$ cat config.mk
export PLATFORM = sky130hd
export DESIGN_NAME = tppt_pred
export DESIGN_NICKNAME = d
export VERILOG_FILES = /design/src/tppt_pkg.sv /design/src/tppt_pred.sv
export SDC_FILE = /design/constraint.sdc
export NUM_CORES = 1
export LEC_CHECK = 0
export ABC_AREA = 1
export BUFFER_PORTS_ARGS = -buffer_cell sky130_fd_sc_hd__buf_2
export CAP_MARGIN = 20
export CELL_PAD_IN_SITES_DETAIL_PLACEMENT = 0
export CELL_PAD_IN_SITES_GLOBAL_PLACEMENT = 1
export CORE_MARGIN = 4
export CORE_UTILIZATION = 46
export DETAILED_ROUTE_END_ITERATION = 8
export GPL_ROUTABILITY_DRIVEN = 0
export PLACE_DENSITY = 0.91
export SLEW_MARGIN = 20
export SYNTH_ARGS = -nofsm -noshare
export SYNTH_HDL_FRONTEND = slang
export SYNTH_SLANG_ARGS = --single-unit
$ cat constraint.sdc
create_clock -name vclk -period 19.4
set_input_delay 2.91 -clock vclk [all_inputs]
set_output_delay 2.91 -clock vclk [all_outputs]
set_load 0.02 [all_outputs]
$ cat src/tppt_pkg.sv
package tppt_pkg;

    localparam int NUM_LINES = 1024;
    localparam int NUM_WAYS  = 4;
    localparam int NUM_TYPES = 16;

    localparam int LINE_W = $clog2(NUM_LINES);
    localparam int WAY_W  = (NUM_WAYS > 1) ? $clog2(NUM_WAYS) : 1;
    localparam int TIDX_W = $clog2(NUM_TYPES);
    localparam int TREE_N = 1 << TIDX_W;

    localparam int TAG_W   = 32;
    localparam int CNT_W   = 8;
    localparam int TYPE_W  = 4;
    localparam int SUM_W   = 12;
    localparam int CFG_W   = 12;
    localparam int CNT_MAX = 255;
    localparam int SUM_MAX = 4095;
    localparam int THRESH_RESET = 199;

    localparam int SUM_FULL_W = CNT_W + TIDX_W;
    localparam int SUM_CMP_W  = (SUM_FULL_W > SUM_W) ? SUM_FULL_W : SUM_W;

    typedef logic [CNT_W-1:0] count_t;
    typedef count_t [NUM_TYPES-1:0] counts_t;

    typedef struct packed {
        logic [TAG_W-1:0] tag;
        count_t           total;
        counts_t          counts;
    } way_t;

    typedef way_t [NUM_WAYS-1:0] line_t;

    typedef enum logic [0:0] {
        KIND_RECORD  = 1'b0,
        KIND_PREDICT = 1'b1
    } kind_t;

    typedef enum logic [0:0] {
        CFG_PROFILING_ENABLED    = 1'b0,
        CFG_MIN_SAMPLE_THRESHOLD = 1'b1
    } cfg_addr_t;

    typedef enum logic [1:0] {
        ST_CLEAR,
        ST_IDLE,
        ST_EXEC,
        ST_PRED
    } state_t;

    typedef struct packed {
        logic              predicted_valid;
        logic [TYPE_W-1:0] predicted_type;
        count_t            best_count;
        logic [SUM_W-1:0]  sample_sum;
    } pred_res_t;

endpackage

$ cat src/tppt_pred.sv
module tppt_pred
(
    input  tppt_pkg::counts_t            counts,
    input  logic                         hit,
    input  logic [tppt_pkg::SUM_W-1:0]   thresh,
    output tppt_pkg::pred_res_t          res
);

    // heap-ordered trees, leaves at TREE_N..2*TREE_N-1
    logic [tppt_pkg::SUM_FULL_W-1:0] sum_node  [2*tppt_pkg::TREE_N];
    tppt_pkg::count_t                best_node [2*tppt_pkg::TREE_N];
    logic [tppt_pkg::TIDX_W-1:0]     idx_node  [2*tppt_pkg::TREE_N];
    logic [tppt_pkg::SUM_CMP_W-1:0]  sum_cmp;
    logic [tppt_pkg::SUM_CMP_W-1:0]  thresh_cmp;

    always_comb
    begin
        for (int n = 0; n < 2*tppt_pkg::TREE_N; n++)
        begin
            sum_node[n]  = '0;
            best_node[n] = '0;
            idx_node[n]  = '0;
        end
        for (int i = 0; i < tppt_pkg::TREE_N; i++)
        begin
            if (i < tppt_pkg::NUM_TYPES)
            begin
                sum_node[tppt_pkg::TREE_N + i]  = tppt_pkg::SUM_FULL_W'(counts[i]);
                best_node[tppt_pkg::TREE_N + i] = counts[i];
            end
            idx_node[tppt_pkg::TREE_N + i] = tppt_pkg::TIDX_W'(i);
        end
        for (int n = tppt_pkg::TREE_N - 1; n >= 1; n--)
        begin
            sum_node[n] = sum_node[2*n] + sum_node[2*n+1];
            // left side wins ties so the lowest type index is kept
            if (best_node[2*n+1] > best_node[2*n])
            begin
                best_node[n] = best_node[2*n+1];
                idx_node[n]  = idx_node[2*n+1];
            end
            else
            begin
                best_node[n] = best_node[2*n];
                idx_node[n]  = idx_node[2*n];
            end
        end

        sum_cmp    = tppt_pkg::SUM_CMP_W'(sum_node[1]);
        thresh_cmp = tppt_pkg::SUM_CMP_W'(thresh);

        res = '0;
        if (hit)
        begin
            if (sum_cmp > tppt_pkg::SUM_CMP_W'(tppt_pkg::SUM_MAX))
            begin
                res.sample_sum = tppt_pkg::SUM_W'(tppt_pkg::SUM_MAX);
            end
            else
            begin
                res.sample_sum = sum_cmp[tppt_pkg::SUM_W-1:0];
            end
            if (sum_cmp >= thresh_cmp && best_node[1] != '0)
            begin
                res.predicted_valid = 1'b1;
                res.predicted_type  = tppt_pkg::TYPE_W'(idx_node[1]);
                res.best_count      = best_node[1];
            end
        end
    end

endmodule

## Yosys cells after proc, flatten, opt, wreduce, memory -nomap -nowiden

Cells that the tools add are included.

- Bits of input ports: 141
- Register bits after elaboration: 0

- Reductions and logical operators: 2
- $lt $le $gt $ge: 17
- Muxes and demuxes: 33
- Add/subtract/negate cells: 15

Operators by type and width:

| cell | count |
|---|---|
| 8-bit > comparator | 15 |
| 8-bit 2-to-1 mux | 15 |
| 8-bit by 8-bit adder with 9-bit output | 8 |
| 9-bit by 9-bit adder with 10-bit output | 4 |
| 4-bit 2-to-1 mux | 7 |
| 25-bit 2-to-1 mux | 1 |
| 10-bit by 10-bit adder with 11-bit output | 2 |
| 13-bit 2-to-1 mux | 1 |
| 11-bit by 11-bit adder with 12-bit output | 1 |
| 12-bit >= comparator | 1 |
| 12-bit > comparator (second input constant) | 1 |
| 12-bit 2-to-1 mux | 1 |
| 1-bit 2-to-1 mux | 8 |
| 8-bit nonzero test | 1 |
| 1-bit logical AND | 1 |

## Logic depth before layout (Yosys ltp)

Gate-level depths: netlist of the first run.

- Word-level depth: 12
- Gate-level depth with buffers: 53

## Worst setup path before layout of the first run

No wires, ideal clock.

- Path kind: input port to output port
- From: input counts[49] in the netlist's numbering
- To: output res[17] in the netlist's numbering
- Data arrival time: 8.654 ns
- Setup slack: 7.836 ns
- Buffers on the path: 5
- Required time: 16.490 ns
- Cell stages on the path: 44
- Cells stage by stage: inv_1 -> ha_1 -> a21oi_1 -> o21ai_0 -> nand2_1 -> o211ai_1 -> o41ai_1 -> inv_1 -> buf_2 -> nand2_1 -> o21ai_0 -> ha_1 -> inv_1 -> nor2_1 -> nor2_1 -> o21ai_0 -> nand2_1 -> a21oi_2 -> (+8 left out) -> a21oi_1 -> clkbuf_1 -> nand2_1 -> and2_1 -> ha_1 -> nand2_1 -> nor2_1 -> nand2_1 -> o31ai_1 -> buf_2 -> or2_1 -> nand2_2 -> nand2_1 -> nor2_1 -> nand2_1 -> nand2_2 -> buf_6 -> nor2_1

RTL lines:

| element | line | text |
|---|---|---|
| start: declaration | tppt_pred.sv:3 | `input tppt_pkg::counts_t counts,` |
| end: declaration | tppt_pred.sv:6 | `output tppt_pkg::pred_res_t res` |

==> flow_summary.ini, run 1 <==
[outcome]
run_status = finished clean

[sta]
setup_viol = 0
timing_max_transition_violations_final = 0
worst_slew_pin_slew_ns = 1.03
slew-limit-headroom_pct = 31.5
share_of_the_clock_period_used_by_the_worst_path_after_layout_pct = 68.4
hold_viol = 0
rsz0062_at_grt = no
timing.fmax_mhz = 75.3
fin_tns_setup_ns = 0
final_period_minus_worst_setup_slack_ns = 13.28

[clocking]
cts.repair_timing.setup_buffer_count = 0
cts-hold-fix-buffers = 0
ctsResizeCount = 0

[grt]
first_global_vias = 7547
first_pass_grt_wire_length_um = 38200
grt_antenna_before_repair = 0
gr-total-overflow = 0
grt_use_total_pct = 24.0
grt_start_max_net_pins = 20

[synthesis]
syn_avg_cell_area_um2 = 7.38
synth.net_count = 1484
synthesis.instances = 1083
synth_warn = 0
synth_cell_types = 47
synth-seq-area-share_pct = 0
synth.cell_area_um2 = 7990

[min_path]
min_delay_worst_endpoint = res[0]
hold_path_startpoint = hit
timing.hold.worst_path_depth = 4
min-delay-path-class = primary input to output port

[final_layout]
register_area_um2 = 0
final.fill_count = 1715
num-nets-final = 1636
drive_gt1_share_pct = 19.9
layout.clock_buffers = 0
antenna_diode_count = 0
design.seq.count = 0
fin_util_pct = 53.5
multi_input_comb_area_um2 = 7020
area_growth_from_synthesis_to_layout_pct = 12.6

[worst_setup_path]
timing.critical_path.arrival_ns = 10.37
timing.critical_path.fanout_max = 19
crit_path_frequent_cell = sky130_fd_sc_hd__nor2_1
timing.critical_path.from_type = primary input
setup.worst_path.end_class = output port
max_stage_delay_ns = 0.82
critPathRequiredTime_ns = 16.49
crit_type = primary input to output port
cpMaxStageDelayCell = sky130_fd_sc_hd__a21oi_1

[placement]
dp_hpwl_um = 21600
numPortBuffers = 166

[floorplan]
die_h_um = 140
floorplan.core_area_um2 = 16800
placement_rows = 47
floorplan.initialDensity_pct = 47.5
design.die.area_um2 = 19500
die-width_um = 140
pin_count = 166

[drt]
drt_pre_antenna_iters = 4
remaining_drc_errors = 0
dr_total_vias = 7449
routedWlPerCell_um = 15.9
ant_nets = 0
vias_per_cell = 5.13
total_wirelength_um = 23100
drt_iter0_markers = 310

[job]
maxcap_viol_count = 0
==> critical path: cells and delay by family <==
family	cells	cell delay (ns)
buf+inv	9	1.30
simple gates	20	2.06
compound gates	13	2.95
fa+ha+maj	4	1.16
==> how the worst max path moves through the flow <==
stage | startpoint | endpoint | slack [ns] | cells past startpoint
final | counts[49] | res[13] | 6.12 | 46
after global routing | counts[49] | res[14] | 5.29 | 46
after CTS | counts[49] | res[13] | 6.20 | 44
after detailed placement | counts[49] | res[13] | 6.21 | 44
after global placement | counts[49] | res[14] | 6.29 | 43
after floorplan | counts[49] | res[17] | 7.84 | 44
==> layout make-up <==
| type | count | area share (%) |
|---|---|---|
| inverters | 230 | 9.60 |
| multi-input cells | 836 | 78.0 |
| well taps | 220 | 3.06 |
| repair buffers | 167 | 9.32 |
==> metrics by stage <==
step                cell area [um^2]  hold WS (ns)  std cells  setup slack, ns
finish                          9000          6.20       1453             6.12
detailed placement              9000          6.20       1453             6.21
CTS                             9000          6.20       1453             6.20
global route                    9000          6.23       1453             5.29
floorplan                       7990          5.95       1083             7.84
global placement                9000          6.20       1453             6.29
==> metal layers <==
metal	wire length [um]	track usage (%)	share of wire (%)
met5	0	0	0
met4	439	3.93	1.9
met1	10400	34.3	45
met3	1430	1.54	6.2
met2	10800	40.9	47
==> synth_stat cells, types with 8 or more instances <==
cell type,n,area [um^2]
sky130_fd_sc_hd__o21ai_0,57,285
sky130_fd_sc_hd__ha_1,152,1900
sky130_fd_sc_hd__o21ai_2,22,193
sky130_fd_sc_hd__nand3_1,30,150
sky130_fd_sc_hd__nor2_1,52,195
sky130_fd_sc_hd__nand2_2,16,100
sky130_fd_sc_hd__nor2_2,9,56.3
sky130_fd_sc_hd__o211ai_1,8,60.1
sky130_fd_sc_hd__o21ai_1,31,155
sky130_fd_sc_hd__inv_1,222,833
sky130_fd_sc_hd__nand2_1,211,792
sky130_fd_sc_hd__fa_1,108,2160
sky130_fd_sc_hd__a21oi_1,61,305
==> placed cells by master (no fill, tap or decap), types with 30 or more instances in the layout <==
master,instances
sky130_fd_sc_hd__o21ai_0,57
sky130_fd_sc_hd__fa_1,108
sky130_fd_sc_hd__nand2_1,211
sky130_fd_sc_hd__inv_1,222
sky130_fd_sc_hd__nor2_1,52
sky130_fd_sc_hd__nand3_1,30
sky130_fd_sc_hd__ha_1,152
sky130_fd_sc_hd__a21oi_1,61
sky130_fd_sc_hd__o21ai_1,31
sky130_fd_sc_hd__buf_2,166
==> cells by family after synthesis <==
group / after synthesis / share of synthesized area, %
adders and majority gates: 260 / 50.9
and+or+nand+nor: 359 / 20.3
buffers and inverters: 247 / 12.2
AOI/OAI and AO/OA: 210 / 15.8
xor gates and xnor gates: 7 / 0.768
Power of run 1 is not shown: default switching activity piles up to over one toggle a cycle in this logic, so the estimate is an artifact.
==> run 2: changes to the inputs <==
CORE_UTILIZATION = 42   (was 46)
PLACE_DENSITY = 0.84   (was 0.91)
clock period = 12.3 ns   (was 19.4 ns; I/O delays follow)
==> run 2 against run 1 <==
  * Count of clock-buffer cells in the layout unchanged
  * Critical path depth decreased by 5
  * Setup slack worse by 5.0 ns
  * Sequential cell count did not move
  * First-iteration DRC count down 7.1%
==> flow_summary.ini, run 2 (synthesis results as in run 1) <==
[outcome]
run_status = finished clean

[floorplan]
floorplan.core_area_um2 = 18700
placement_rows = 50
die_h_um = 146
pin_count = 166
design.die.area_um2 = 21300
floorplan.initialDensity_pct = 42.7
die-width_um = 146

[placement]
numPortBuffers = 166
dp_worst_setup_slack_ns = 1.13
dp_hpwl_um = 22100

[drt]
dr_total_vias = 7381
routedWlPerCell_um = 16.1
remaining_drc_errors = 0
route.top_layer_used = met5
total_wirelength_um = 23600
dr_wl_met3_um = 1040
drt_pre_antenna_iters = 5
ant_nets = 0
drt_iter0_markers = 288
route.met2.wl_um = 11100
vias_per_cell = 5.03
wirelength_met1_um = 10500

[final_layout]
num-nets-final = 1636
design.seq.count = 0
final_cell_mix = sky130_fd_sc_hd__inv_1, sky130_fd_sc_hd__nand2_1, sky130_fd_sc_hd__buf_2
layout.clock_buffers = 0
area_growth_from_synthesis_to_layout_pct = 12.8
antenna_diode_count = 0
register_area_um2 = 0
layout_commonest_cell = sky130_fd_sc_hd__inv_1
drive_gt1_share_pct = 19.9

[grt]
grt_use_total_pct = 22.3
gr-total-overflow = 0
grt_antenna_before_repair = 1
grt_start_max_net_pins = 20
first_pass_grt_wire_length_um = 38200
first_global_vias = 7517

[sta]
worst_slew_pin_slew_ns = 0.930
setup_viol = 0
timing.final.ws_setup_ns = 1.16
fin_tns_setup_ns = 0
rsz0062_at_grt = no
timing_max_transition_violations_final = 0
final_period_minus_worst_setup_slack_ns = 11.14
slew-limit-headroom_pct = 38.0
hold_viol = 0
timing.fmax_mhz = 89.8
share_of_the_clock_period_used_by_the_worst_path_after_layout_pct = 90.6

[worst_setup_path]
timing.critical_path.from_type = primary input
cpMaxStageDelayCell = sky130_fd_sc_hd__a21oi_1
timing.critical_path.fanout_max = 19
crit_path_frequent_cell = sky130_fd_sc_hd__nand2_1
max_stage_delay_ns = 0.74
setup.worst_path.end_class = output port
crit_type = primary input to output port
timing.critical_path.arrival_ns = 9.30
critPathRequiredTime_ns = 10.45

[min_path]
min-delay-path-class = primary input to output port

[clocking]
cts-hold-fix-buffers = 0
cts.repair_timing.setup_buffer_count = 0
ctsResizeCount = 0

[job]
maxcap_viol_count = 0
## run 2: cell counts in the layout (fill, tap and decap cells not counted)
Identical to the previous run, type by type.
## run 2: final timing paths
| path | from | end | slack, ns | depth (start not counted) |
|---|---|---|---|---|
| hold / removal | hit | res[2] | 4.07 | 4 |
| setup / recovery | counts[49] | res[12] | 1.16 | 41 |
## run 2: area by class of cell
class / count / area (um^2)
Fill cell: 1904 / 9690
Multi-Input combinational cell: 836 / 7020
Inverter: 230 / 863
Timing Repair Buffer: 167 / 838
Tap cell: 234 / 293
## run 2: worst max-delay path, delay by kind of cell
| kind | cells | cell delay, ns |
|---|---|---|
| and+or+nand+nor | 19 | 1.97 |
| adders and majority gates | 4 | 1.19 |
| AOI/OAI and AO/OA | 11 | 3.05 |
| buffers and inverters | 7 | 1.25 |
## run 2: metrics by stage
| stage | cells | instance area, um^2 | hold slack, ns | util (%) |
|---|---|---|---|---|
| after CTS | 1467 | 9010 | 4.08 | 48.2 |
| after global placement | 1467 | 9010 | 4.08 | 48.2 |
| after floorplan | 1083 | 7990 | 3.82 | - |
| final | 1467 | 9010 | 4.07 | 48.2 |
| after detailed placement | 1467 | 9010 | 4.08 | 48.2 |
| after global routing | 1467 | 9010 | 4.10 | 48.2 |
## run 2: metal layers
layer  global-route usage (%)  vias up
li1                         -     3776
met1                     30.0     3358
met2                     37.9      204
met3                     1.96       41
met4                     7.12        2
met5                        0        -
Power of run 2 is left out for the same reason.
==> run 3: changes to the inputs <==
PLACE_DENSITY = 0.91   (was 0.84)
==> run 3 against run 2 <==
  * Die area did not move
  * Hold slack got worse by 0.0047 ns
  * Non-clock buffer count unchanged
  * Critical path depth unchanged
  * Cell count up 0.14%
  * Setup slack got worse by 0.063 ns
  * Global-route usage fell by 0.20 points
  * Sequential cell count unchanged
  * First-iteration DRC count up 50%
==> flow_summary.ini, run 3 (synthesis results as in run 1) <==
[clocking]
cts-hold-fix-buffers = 0
ctsResizeCount = 0
cts.repair_timing.setup_buffer_count = 0

[floorplan]
placement_rows = 50
pin_count = 166
floorplan.core_area_um2 = 18700
design.die.area_um2 = 21300
die-width_um = 146
floorplan.initialDensity_pct = 42.7
die_h_um = 146

[worst_setup_path]
critPathRequiredTime_ns = 10.45
max_stage_delay_ns = 0.76
crit_type = primary input to output port
setup.worst_path.end_class = output port
timing.critical_path.arrival_ns = 9.36
timing.critical_path.fanout_max = 19
timing.critical_path.from_type = primary input
cpMaxStageDelayCell = sky130_fd_sc_hd__a21oi_1
crit_path_frequent_cell = sky130_fd_sc_hd__nand2_1

[sta]
timing.fmax_mhz = 89.3
hold_viol = 0
final_period_minus_worst_setup_slack_ns = 11.20
worst_slew_pin_slew_ns = 0.944
setup_viol = 0
rsz0062_at_grt = no
whs_ns = 4.07
share_of_the_clock_period_used_by_the_worst_path_after_layout_pct = 91.1
timing.final.ws_setup_ns = 1.10
fin_tns_setup_ns = 0
timing_max_transition_violations_final = 0
slew-limit-headroom_pct = 37.0

[final_layout]
fin_util_pct = 48.2
final_cell_mix = sky130_fd_sc_hd__inv_1, sky130_fd_sc_hd__nand2_1, sky130_fd_sc_hd__buf_2
num-nets-final = 1636
drive_gt1_share_pct = 19.9
multi_input_comb_area_um2 = 7020
layout_commonest_cell = sky130_fd_sc_hd__inv_1
design.seq.count = 0
register_area_um2 = 0
final.fill_count = 1877
area_growth_from_synthesis_to_layout_pct = 12.9
layout.clock_buffers = 0

[placement]
numPortBuffers = 166
dp_hpwl_um = 22000
dp_worst_setup_slack_ns = 1.21

[grt]
gr-total-overflow = 0
first_pass_grt_wire_length_um = 38200
grt_start_max_net_pins = 20
first_global_vias = 7475
grt_antenna_before_repair = 3
grt_use_total_pct = 22.1

[min_path]
hold_path_startpoint = hit
min-delay-path-class = primary input to output port
min_delay_worst_endpoint = res[1]
timing.hold.worst_path_depth = 4

[drt]
vias_per_cell = 5.10
remaining_drc_errors = 0
ant_nets = 0
total_wirelength_um = 23400
routedWlPerCell_um = 15.9
dr_total_vias = 7489
drt_iter0_markers = 432
drt_pre_antenna_iters = 5

[outcome]
run_status = finished clean

[job]
maxcap_viol_count = 0
## run 3: changes by cell type in the layout (fill, tap and decap cells not counted)
cell / change
sky130_fd_sc_hd__diode_2: +2
## run 3: how the worst max path moves through the flow
stage               start  endpoint
2_1_floorplan  counts[49]   res[17]
3_3_place_gp   counts[49]   res[13]
3_5_place_dp   counts[49]   res[14]
4_1_cts        counts[49]   res[14]
5_1_grt        counts[55]   res[14]
6_report       counts[49]   res[14]
## run 3: final cells by class
cell class         instances  area share [%]
diodes                     2          0.0555
inverters                230            9.57
multi-input cells        836            77.8
well taps                234            3.25
repair buffers           167            9.30
## run 3: worst max-delay path, delay by kind of cell
| kind | cells | cell delay, ns |
|---|---|---|
| adders and majority gates | 4 | 1.17 |
| AOI/OAI and AO/OA | 11 | 3.19 |
| buffers and inverters | 9 | 1.46 |
| and+or+nand+nor | 17 | 1.66 |
## run 3: stage by stage
stage | instances | cell area [um^2]
floorplan | 1083 | 7990
global placement | 1467 | 9010
detailed placement | 1467 | 9010
CTS | 1467 | 9010
global route | 1468 | 9020
finish | 1469 | 9020
## run 3: per-layer routing
metal  GRT usage [%]  vias up  part of all wire (%)
met4            3.51        4                   1.9
met1            30.1     3413                    44
met3            2.90       27                   6.7
li1                -     3784                     -
met5               0        -                 0.090
met2            38.1      261                    47
Power of run 3 is left out for the same reason.
